$ cat config.mk
export PLATFORM = sky130hd
export DESIGN_NAME = gf_quadratic_root_finder
export DESIGN_NICKNAME = d
export VERILOG_FILES = /design/src/rtl/core/gfq_pkg.sv /design/src/rtl/core/gfq_mul_alpha.sv /design/src/rtl/core/gfq_walker.sv /design/src/rtl/core/gf_quadratic_root_finder.sv
export SDC_FILE = /design/constraint.sdc
export NUM_CORES = 1
export LEC_CHECK = 0
export BUFFER_PORTS_ARGS = -buffer_cell sky130_fd_sc_hd__buf_2
export CORE_MARGIN = 1
export CORE_UTILIZATION = 57
export CTS_CLUSTER_SIZE = 8
export DETAILED_ROUTE_END_ITERATION = 10
export GPL_TIMING_DRIVEN = 1
export PLACE_DENSITY_LB_ADDON = 0.3
export RECOVER_POWER = 50
export SLEW_MARGIN = 20
export SYNTH_ARGS = -nofsm -noshare
export SYNTH_HDL_FRONTEND = slang
export SYNTH_SLANG_ARGS = --single-unit
$ cat constraint.sdc
create_clock -name clock -period 3.3 [get_ports clock]
set_input_delay 0.33 -clock clock [delete_from_list [all_inputs] [get_ports clock]]
set_output_delay 0.33 -clock clock [all_outputs]
set_load 0.01 [all_outputs]
$ cat src/rtl/core/gfq_pkg.sv
// Shared types and constants for the GF(2^M) quadratic root finder.
package gfq_pkg;

   localparam int FIELD_BITS_DEFAULT = 8;
   localparam int POLY_BITS          = 9;
   localparam int C_BITS             = 8;
   localparam int LOG_BITS           = 8;
   localparam int COUNT_BITS         = 2;

   localparam logic [POLY_BITS-1:0]  PRIM_POLY_RESET = 9'd285;
   localparam logic [COUNT_BITS-1:0] ROOT_COUNT_NONE = 2'd0;
   localparam logic [COUNT_BITS-1:0] ROOT_COUNT_ONE  = 2'd1;
   localparam logic [COUNT_BITS-1:0] ROOT_COUNT_TWO  = 2'd2;

   typedef enum logic [1:0] {
      GFQ_IDLE,
      GFQ_WALK,
      GFQ_DONE
   } gfq_state_type;

   // sequencer commands to the power walker
   typedef struct packed {
      logic load;      // restart at alpha^0
      logic advance;   // step to the next power
   } gfq_walk_ctl_type;

endpackage

$ cat src/rtl/core/gfq_mul_alpha.sv
// Multiply a field element by alpha: one LFSR step modulo the field polynomial.
module gfq_mul_alpha #(
   parameter int FIELD_BITS = gfq_pkg::FIELD_BITS_DEFAULT
) (
   input  logic [FIELD_BITS-1:0] poly_low,
   input  logic [FIELD_BITS-1:0] elem,
   output logic [FIELD_BITS-1:0] product
);
   import gfq_pkg::*;

   logic [FIELD_BITS-1:0] shifted;

   assign shifted = {elem[FIELD_BITS-2:0], 1'b0};
   assign product = elem[FIELD_BITS-1] ? (shifted ^ poly_low) : shifted;

endmodule

$ cat src/rtl/core/gfq_walker.sv
// Power walker: steps x = alpha^i and x^2 = alpha^(2i) together with the index i.
module gfq_walker #(
   parameter int FIELD_BITS = gfq_pkg::FIELD_BITS_DEFAULT
) (
   input  logic                     clock,
   input  logic                     reset,
   input  gfq_pkg::gfq_walk_ctl_type ctl,
   input  logic [FIELD_BITS-1:0]    poly_low,
   output logic [FIELD_BITS-1:0]    x_value,
   output logic [FIELD_BITS-1:0]    x_next,
   output logic [FIELD_BITS-1:0]    sq_value,
   output logic [FIELD_BITS-1:0]    index,
   output logic                     is_last
);
   import gfq_pkg::*;

   // last exponent of the walk is 2^M - 2
   localparam logic [FIELD_BITS-1:0] LAST_INDEX = FIELD_BITS'((1 << FIELD_BITS) - 2);
   localparam logic [FIELD_BITS-1:0] ONE        = FIELD_BITS'(1);

   logic [FIELD_BITS-1:0] x_ff, x_in;
   logic [FIELD_BITS-1:0] sq_ff, sq_in;
   logic [FIELD_BITS-1:0] index_ff, index_in;
   logic [FIELD_BITS-1:0] sq_half;
   logic [FIELD_BITS-1:0] sq_next;

   gfq_mul_alpha #(.FIELD_BITS(FIELD_BITS)) u_mul_x (
      .poly_low (poly_low),
      .elem     (x_ff),
      .product  (x_next)
   );

   // square advances by alpha^2 per step
   gfq_mul_alpha #(.FIELD_BITS(FIELD_BITS)) u_mul_sq_a (
      .poly_low (poly_low),
      .elem     (sq_ff),
      .product  (sq_half)
   );

   gfq_mul_alpha #(.FIELD_BITS(FIELD_BITS)) u_mul_sq_b (
      .poly_low (poly_low),
      .elem     (sq_half),
      .product  (sq_next)
   );

   always_comb begin
      x_in     = x_ff;
      sq_in    = sq_ff;
      index_in = index_ff;
      if (ctl.load) begin
         x_in     = ONE;
         sq_in    = ONE;
         index_in = '0;
      end else if (ctl.advance) begin
         x_in     = x_next;
         sq_in    = sq_next;
         index_in = index_ff + ONE;
      end
   end

   always_ff @(posedge clock) begin
      if (reset) begin
         x_ff     <= ONE;
         sq_ff    <= ONE;
         index_ff <= '0;
      end else begin
         x_ff     <= x_in;
         sq_ff    <= sq_in;
         index_ff <= index_in;
      end
   end

   assign x_value  = x_ff;
   assign sq_value = sq_ff;
   assign index    = index_ff;
   assign is_last  = (index_ff == LAST_INDEX);

endmodule

$ cat src/rtl/core/gf_quadratic_root_finder.sv
// Top level of the GF(2^M) quadratic root finder: sequencer, match logic, result registers.
//
// Solves x^2 + x + c = 0 over GF(2^M) defined by csr_write_data (primitive polynomial
// including the x^M term, reset value 0x11D). A transaction is taken when start is high
// and busy is low; the result appears for exactly one cycle with rsp_strobe and cannot
// be stalled. A transaction walks alpha^i one power per cycle through LFSR step units,
// then gives a result cycle, during which the next transaction may already start.
// A polynomial of wrong degree is answered in the cycle after start; a non-primitive
// one as soon as the walk returns to 1.
// Roots are given as exponents, smaller first; c = 0 reports no roots.
module gf_quadratic_root_finder #(
   parameter int FIELD_BITS = gfq_pkg::FIELD_BITS_DEFAULT
) (
   input  logic                               clock,
   input  logic                               reset,
   input  logic                               start,
   output logic                               busy,
   input  logic [gfq_pkg::C_BITS-1:0]         req_c_value,
   input  logic                               csr_write_enable,
   input  logic [gfq_pkg::POLY_BITS-1:0]      csr_write_data,
   output logic                               rsp_strobe,
   output logic [gfq_pkg::COUNT_BITS-1:0]     rsp_root_count,
   output logic [gfq_pkg::LOG_BITS-1:0]       rsp_root_first_log,
   output logic [gfq_pkg::LOG_BITS-1:0]       rsp_root_second_log,
   output logic                               rsp_poly_error
);
   import gfq_pkg::*;

   localparam int PW = (FIELD_BITS + 1 > POLY_BITS) ? FIELD_BITS + 1 : POLY_BITS;
   localparam int CW = (FIELD_BITS > C_BITS) ? FIELD_BITS : C_BITS;
   localparam logic [FIELD_BITS-1:0] ONE = FIELD_BITS'(1);

   gfq_state_type    state_ff, state_in;
   gfq_walk_ctl_type walk_ctl;

   logic [POLY_BITS-1:0]  prim_poly_ff, prim_poly_in;
   logic [C_BITS-1:0]     c_ff, c_in;
   logic [COUNT_BITS-1:0] count_ff, count_in;
   logic [LOG_BITS-1:0]   first_log_ff, first_log_in;
   logic [LOG_BITS-1:0]   second_log_ff, second_log_in;
   logic                  err_ff, err_in;

   logic [PW-1:0]         poly_ext;
   logic [FIELD_BITS-1:0] poly_low;
   logic                  degree_ok;
   logic                  accept;
   logic [FIELD_BITS-1:0] x_value, x_next, sq_value, walk_index;
   logic                  walk_last;
   logic                  match;
   logic [CW-1:0]         index_ext;

   // config register
   assign prim_poly_in = csr_write_enable ? csr_write_data : prim_poly_ff;

   always_ff @(posedge clock) begin
      if (reset) begin
         prim_poly_ff <= PRIM_POLY_RESET;
      end else begin
         prim_poly_ff <= prim_poly_in;
      end
   end

   assign poly_ext  = PW'(prim_poly_ff);
   assign poly_low  = poly_ext[FIELD_BITS-1:0];
   // degree exactly M: bit M set, nothing above
   assign degree_ok = ((poly_ext >> FIELD_BITS) == PW'(1));

   gfq_walker #(.FIELD_BITS(FIELD_BITS)) u_walker (
      .clock    (clock),
      .reset    (reset),
      .ctl      (walk_ctl),
      .poly_low (poly_low),
      .x_value  (x_value),
      .x_next   (x_next),
      .sq_value (sq_value),
      .index    (walk_index),
      .is_last  (walk_last)
   );

   assign busy      = (state_ff == GFQ_WALK);
   assign accept    = start && !busy;
   assign match     = (c_ff != '0) && (CW'(c_ff) == CW'(sq_value ^ x_value));
   assign index_ext = CW'(walk_index);

   always_comb begin
      state_in      = state_ff;
      walk_ctl      = '0;
      c_in          = c_ff;
      count_in      = count_ff;
      first_log_in  = first_log_ff;
      second_log_in = second_log_ff;
      err_in        = err_ff;
      unique case (state_ff)
         GFQ_IDLE, GFQ_DONE: begin
            state_in = GFQ_IDLE;
            if (accept) begin
               c_in          = req_c_value;
               count_in      = ROOT_COUNT_NONE;
               first_log_in  = '0;
               second_log_in = '0;
               err_in        = !degree_ok;
               if (degree_ok) begin
                  walk_ctl.load = 1'b1;
                  state_in      = GFQ_WALK;
               end else begin
                  state_in = GFQ_DONE;
               end
            end
         end
         GFQ_WALK: begin
            if (walk_index != '0 && x_value == ONE) begin
               // order of alpha below 2^M - 1: not primitive
               err_in   = 1'b1;
               state_in = GFQ_DONE;
            end else begin
               walk_ctl.advance = 1'b1;
               if (match) begin
                  priority case (count_ff)
                     ROOT_COUNT_NONE: begin
                        first_log_in = index_ext[LOG_BITS-1:0];
                        count_in     = ROOT_COUNT_ONE;
                     end
                     ROOT_COUNT_ONE: begin
                        second_log_in = index_ext[LOG_BITS-1:0];
                        count_in      = ROOT_COUNT_TWO;
                     end
                     default: begin
                        count_in = count_ff;
                     end
                  endcase
               end
               if (walk_last) begin
                  if (x_next != ONE) begin
                     err_in = 1'b1;
                  end
                  state_in = GFQ_DONE;
               end
            end
         end
         default: begin
            state_in = GFQ_IDLE;
         end
      endcase
   end

   always_ff @(posedge clock) begin
      if (reset) begin
         state_ff <= GFQ_IDLE;
         count_ff <= ROOT_COUNT_NONE;
         err_ff   <= 1'b0;
      end else begin
         state_ff <= state_in;
         count_ff <= count_in;
         err_ff   <= err_in;
      end
   end

   always_ff @(posedge clock) begin
      c_ff          <= c_in;
      first_log_ff  <= first_log_in;
      second_log_ff <= second_log_in;
   end

   assign rsp_strobe          = (state_ff == GFQ_DONE);
   assign rsp_poly_error      = err_ff;
   assign rsp_root_count      = err_ff ? ROOT_COUNT_NONE : count_ff;
   assign rsp_root_first_log  = err_ff ? '0 : first_log_ff;
   assign rsp_root_second_log = err_ff ? '0 : second_log_ff;

   // wrong-degree polynomial is reported right after start
   a_degree_fast: assert property (@(posedge clock) disable iff (reset)
      (accept && !degree_ok) |=> (rsp_strobe && rsp_poly_error))
      else $error("wrong-degree polynomial not answered in next cycle");

   // roots come out in walk order
   a_root_order: assert property (@(posedge clock) disable iff (reset)
      (rsp_strobe && rsp_root_count == ROOT_COUNT_TWO) |->
      (rsp_root_first_log < rsp_root_second_log))
      else $error("roots not in ascending exponent order");

   // in a valid field every equation reports zero or two roots
   a_root_pairs: assert property (@(posedge clock) disable iff (reset)
      (rsp_strobe && !rsp_poly_error) |->
      (rsp_root_count == ROOT_COUNT_NONE || rsp_root_count == ROOT_COUNT_TWO))
      else $error("odd root count in a primitive field");

   // the walker never runs while idle
   a_walk_busy: assert property (@(posedge clock) disable iff (reset)
      walk_ctl.advance |-> busy)
      else $error("walker advanced outside a transaction");

endmodule

### After elaboration in Yosys (flattened, before gate mapping)

Cells that the tools add are included.

* register bits after elaboration: 62
* bits of input ports: 21
* output and inout port bits: 21
* word-level logic and storage cells: 82

* $add $sub $neg: 1
* eq/ne operators: 15
* mux-type cells: 35
* bitwise operators: 4
* reductions and logical operators: 17

Operators by type and width (number)
* 8-bit 2-to-1 mux: 12
* 8-bit case mux with 2 select lines: 2
* 8-bit bitwise XOR: 4
* 2-bit 2-to-1 mux: 8
* 8-bit nonzero test: 2
* 5-bit AND reduction: 3
* 2-bit case mux with 2 select lines: 3
* 1-bit 2-to-1 mux: 9
* 3-bit by 1-bit inequality test with 1-bit output, second input constant: 3
* 8-bit by 1-bit adder with 8-bit output, second input constant: 1
* 8-bit by 1-bit == test with 1-bit output, second input constant: 1
* 8-bit == test: 1
* 8-bit == test, second input constant: 1
* 8-bit by 1-bit inequality test with 1-bit output, second input constant: 1
* 2-bit by 1-bit inequality test with 1-bit output, second input constant: 3
* 2-bit by 1-bit == test with 1-bit output, second input constant: 2
* 2-bit logical NOT: 2
* 2-bit inequality test, second input constant: 2
* 4-bit AND reduction: 1
* 2-bit OR reduction: 2
* 1-bit logical AND: 3
* 2-bit == test, second input constant: 1
* 1-bit logical NOT: 2
* 1-bit case mux with 2 select lines: 1
* other kinds (2): 2

### Depth between registers and ports, before layout

* depth in word-level cells: 7
* mapped depth: 8
* gate-level depth less buffers: 7

### Hierarchy

Synthesis repeated with hierarchy kept, for this count alone.

* cell total of the unflattened synthesis: 278
* area total of the unflattened synthesis: 2966.6 um2

By module, submodules not included
* gf_quadratic_root_finder: times used 1, cells an instance 139, area an instance 1754.2 um2, sequential area each 1001.0 um2
* gfq_walker: times used 1, cells an instance 94, area an instance 927.1 um2, sequential area each 480.5 um2
* gfq_mul_alpha: times used 3, cells an instance 15, area an instance 95.1 um2, sequential area each 0.0 um2

### Least setup slack after synthesis

Ideal clock, no wire load.

* path type: reg2reg
* start: register u_walker.index_ff[0], in the netlist u_walker.index[0]
* end: register second_log_ff[0] (enable)
* library setup time: 385 ps
* arrival time: 2574 ps
* required time: 2915 ps
* slack: 341 ps
* cell stages (with the launch flop): 8
* buffers on the path: 0
* clock period less this slack: 2959 ps
* cells stage by stage: dfxtp_1 inv_1 ha_1 or4b_4 o211a_1 a2111o_1 o21ai_0 a21boi_0

* word-level cells in the longest chain between the ends: 4

RTL lines
* from (decl): RTL line gfq_walker.sv:23 `logic [FIELD_BITS-1:0] index_ff, index_in;`
* from (signal assigned): RTL line gfq_walker.sv:69 `index_ff <= index_in;`
* 8-bit nonzero test: RTL line gf_quadratic_root_finder.sv:111 `if (walk_index != '0 && x_value == ONE) begin`
* 1-bit logical AND: RTL line gf_quadratic_root_finder.sv:111
* 2-bit inequality test (no line)
* 5-bit AND reduction (no line)
* to (signal assigned): RTL line gf_quadratic_root_finder.sv:161 `second_log_ff <= second_log_in;`
* to (decl): RTL line gf_quadratic_root_finder.sv:40 `logic [LOG_BITS-1:0] second_log_ff, second_log_in;`

Every way passes these cells.
A chain may end at the register's enable or synchronous reset.

### Worst setup path in the final report

* start: register u_walker.index_ff[1], in the netlist u_walker.index[1]
* end: register second_log_ff[0] (enable)

The elaborated chain is that of the path after synthesis.

==> reports/results.ini <==
[power]
ir_drop_mv=0.6633
power_density_nw_per_um2=550.5
power.leakage_nw=1.358

[placed_design]
place.port_buffers=41
dp_cells=413
dp_hpwl_um=4462
gp_congestion=0.9390
place_ws_ns=0.5361

[setup_path]
slowest_stage=or4b_4
path_cells=inv_1 -> ha_1 -> or4b_4 -> o211a_1 -> a2111o_1 -> o21ai_0 -> a21boi_0 -> buf_4
critPathMaxStageDelay_ns=0.47
crit_path_start_kind=flop
critPathLaunch=u_walker.index[1]
worst_setup_path_end_kind=flop
worst_path_dominant_cell_family=compound AO/OA/AOI/OAI gates
timing.rr.start=u_walker.index[1]
critical_path_class=flop to flop
required_ns=3.36
path_buf_inv=2
worst-path-max-fanout=8
cp.arrival_ns=2.84

[clock_tree]
cts.sinks=62
holdBufCountCts=0
cts.reportedPaths.clkPinSlew_ns=0.07
clock_latency_ns=0.34
cts_buffer_depth=2
postCtsSetupBuffers=0
numCtsBuffers=9
post_cts_resize_count=0
cts_htree_levels=3
cts_tree=built
cts-root-buf=clkbuf_8

[timing]
fin_crit_ns=2.789
rsz0062_at_grt=false
worst_pin_slew_ns=1.027
timing.final.crit_share_pct=84.50
finalSetupViolations=0
slew_violations=0
final.setup.tns_ns=0
finalHoldViolCount=0
final.setup_skew_ns=0.006814
fmax_mhz=358.6
relSlewSlack_pct=31.51
setup_ws_ns=0.5114

[floorplanning]
start_util_pct=60.51
rows=26
num_io_pins=42
fp.dieW_um=76.57
chipHeight_um=76.57
die_area_um2=5862
core_area_um2=5238

[global_routing]
grt_first_pass_wirelength_um=10320
grt_overflow=0
grt_pass1_vias=2168
grt_max_degree=26
groute.usage.overall_pct=23.30
grt_antenna_before_repair=0

[yosys]
netlist_instances=319
ys_warn_count=0
syn_area_um2=3169
yosysSeqAreaShare_pct=46.74
netlist.top_cell.by_area=dfxtp_1
async_reset_ff_share_pct=0
synth_flop_cell=dfxtp_1
synth_seq_cells=62
yosysTopAreaCellShare_pct=24.00
synthTopCellsByArea=dfxtp_1 24%, edfxtp_1 23%, xnor2_1 5.3%
synth_edf_count=24
syn_avg_cell_area_um2=9.935
synth.net_count=343
yosysUniqueCellTypes=47

[hold_path]
worstHoldPathType=primary input to flop
worstHoldStart=req_c_value[5]

[cells_and_area]
drive_above_1_share_pct=14.76
finalNonFillerCells=429
fillCellCount=408
syn2layout_area_growth_pct=13.07
n_antenna_cell=0
nets=378
utilization_pct=68.42

[drt]
viasPerCell=5.499
routedWlPerCell_um=14.66
ant_nets=0
drt-pass1-iter-count=4
vias=2359
routed_wl_um=6289
drc=0
drtIter0Drc=179

[run]
maxCapViolCount=0

[run_status]
status=complete, no violations

==> through the flow <==
stage | cell area, um2 | total power [W] | hold slack, ns
CTS | 3598 | 0.001984 | 0.1476
detailed placement | 3353 | 0.001181 | 0.4925
floorplan | 3169 | 0.001105 | 0.4286
global placement | 3353 | 0.001172 | 0.4847
finish | 3583 | 0.001973 | 0.1544
global route | 3583 | 0.002049 | 0.1432
==> cells in the mapped netlist (4+ instances only) <==
| master | number |
|---|---|
| a21oi_1 | 8 |
| dfxtp_1 | 38 |
| edfxtp_1 | 24 |
| and2_1 | 6 |
| mux2i_1 | 4 |
| a211oi_1 | 8 |
| xnor2_1 | 19 |
| nor2b_1 | 25 |
| a211o_1 | 9 |
| nor3_1 | 4 |
| nand4_1 | 4 |
| nor2_1 | 29 |
| clkbuf_1 | 12 |
| inv_1 | 7 |
| nand3_1 | 6 |
| o21ai_0 | 13 |
| xnor3_1 | 6 |
| nand2_1 | 37 |
| nor4_1 | 5 |
| xor2_1 | 12 |
==> cells by family (layout without fill, tap and decap cells) <==
family | after synthesis | count (layout) | share of synthesized area [%]
flops | 62 | 62 | 46.74
buf+inv | 26 | 66 | 4.737
simple gates | 135 | 135 | 21.99
mux | 4 | 4 | 1.263
xor+xnor | 37 | 37 | 12.83
fa+ha+maj | 3 | 3 | 1.184
compound gates | 52 | 52 | 11.25
==> metal layers <==
layer,vias to the layer above,wire (um),GRT usage [%]
met5,-,0,0
met4,0,76,9.231
met3,7,429,6.108
met2,88,2953,37.66
met1,1088,2829,29.74
li1,1176,-,-
==> area by class of cell <==
| type | count | area, um2 | area share [%] |
|---|---|---|---|
| multi-input combinational | 231 | 1538 | 42.91 |
| clock buffer | 9 | 123.9 | 3.457 |
| inverter | 7 | 26.28 | 0.7332 |
| tap | 70 | 87.58 | 2.444 |
| clock inverter | 7 | 121.4 | 3.387 |
| sequential | 62 | 1481 | 41.34 |
| timing repair buffer | 43 | 205.2 | 5.726 |
==> layout by cell type, fill, tap and decap left out, types with 7 or more instances in the layout <==
cell type	count
nor2b_1	25
xnor2_1	19
clkbuf_1	12
a211oi_1	8
dfxtp_1	38
buf_2	29
a211o_1	9
clkbuf_8	9
inv_1	7
a21oi_1	8
nor2_1	29
xor2_1	12
edfxtp_1	24
nand2_1	37
o21ai_0	13
==> state kept, by name, indices dropped and copies added, names as in the netlist <==
signal             flops
c_ff                   8
u_walker.index         8
second_log_ff          8
u_walker.x_value       8
count_ff               2
state_ff               2
u_walker.sq_value      8
poly_ext               9
first_log_ff           8
rsp_poly_error         1
==> power breakdown <==
part	internal, W	switching, W	leakage (nW)	total, W
Clock	0.000505	0.000306	0.124	0.000811
Sequential	0.000850	0.0000531	0.547	0.000903
Combinational	0.000114	0.000144	0.688	0.000258
Total	0.00147	0.000504	1.36	0.00197
==> worst reg2reg max path, cell delays in order, from the launching register on <==
cell and delay [ns]:
dfxtp_1 0.35, inv_1 0.11, ha_1 0.17, or4b_4 0.47
o211a_1 0.30, a2111o_1 0.45, o21ai_0 0.23, a21boi_0 0.22
buf_4 0.20
==> path summary, 6_finish.rpt <==
kind	slack, ns	cells past startpoint	to
worst max-delay path	0.51	8	second_log_ff[0]
worst max register to register	0.51	8	second_log_ff[0]
worst min-delay path	0.15	1	c_ff[5]
worst min register to register	0.50	2	u_walker.sq_value[5]
Power figures use the tool's default switching activity.
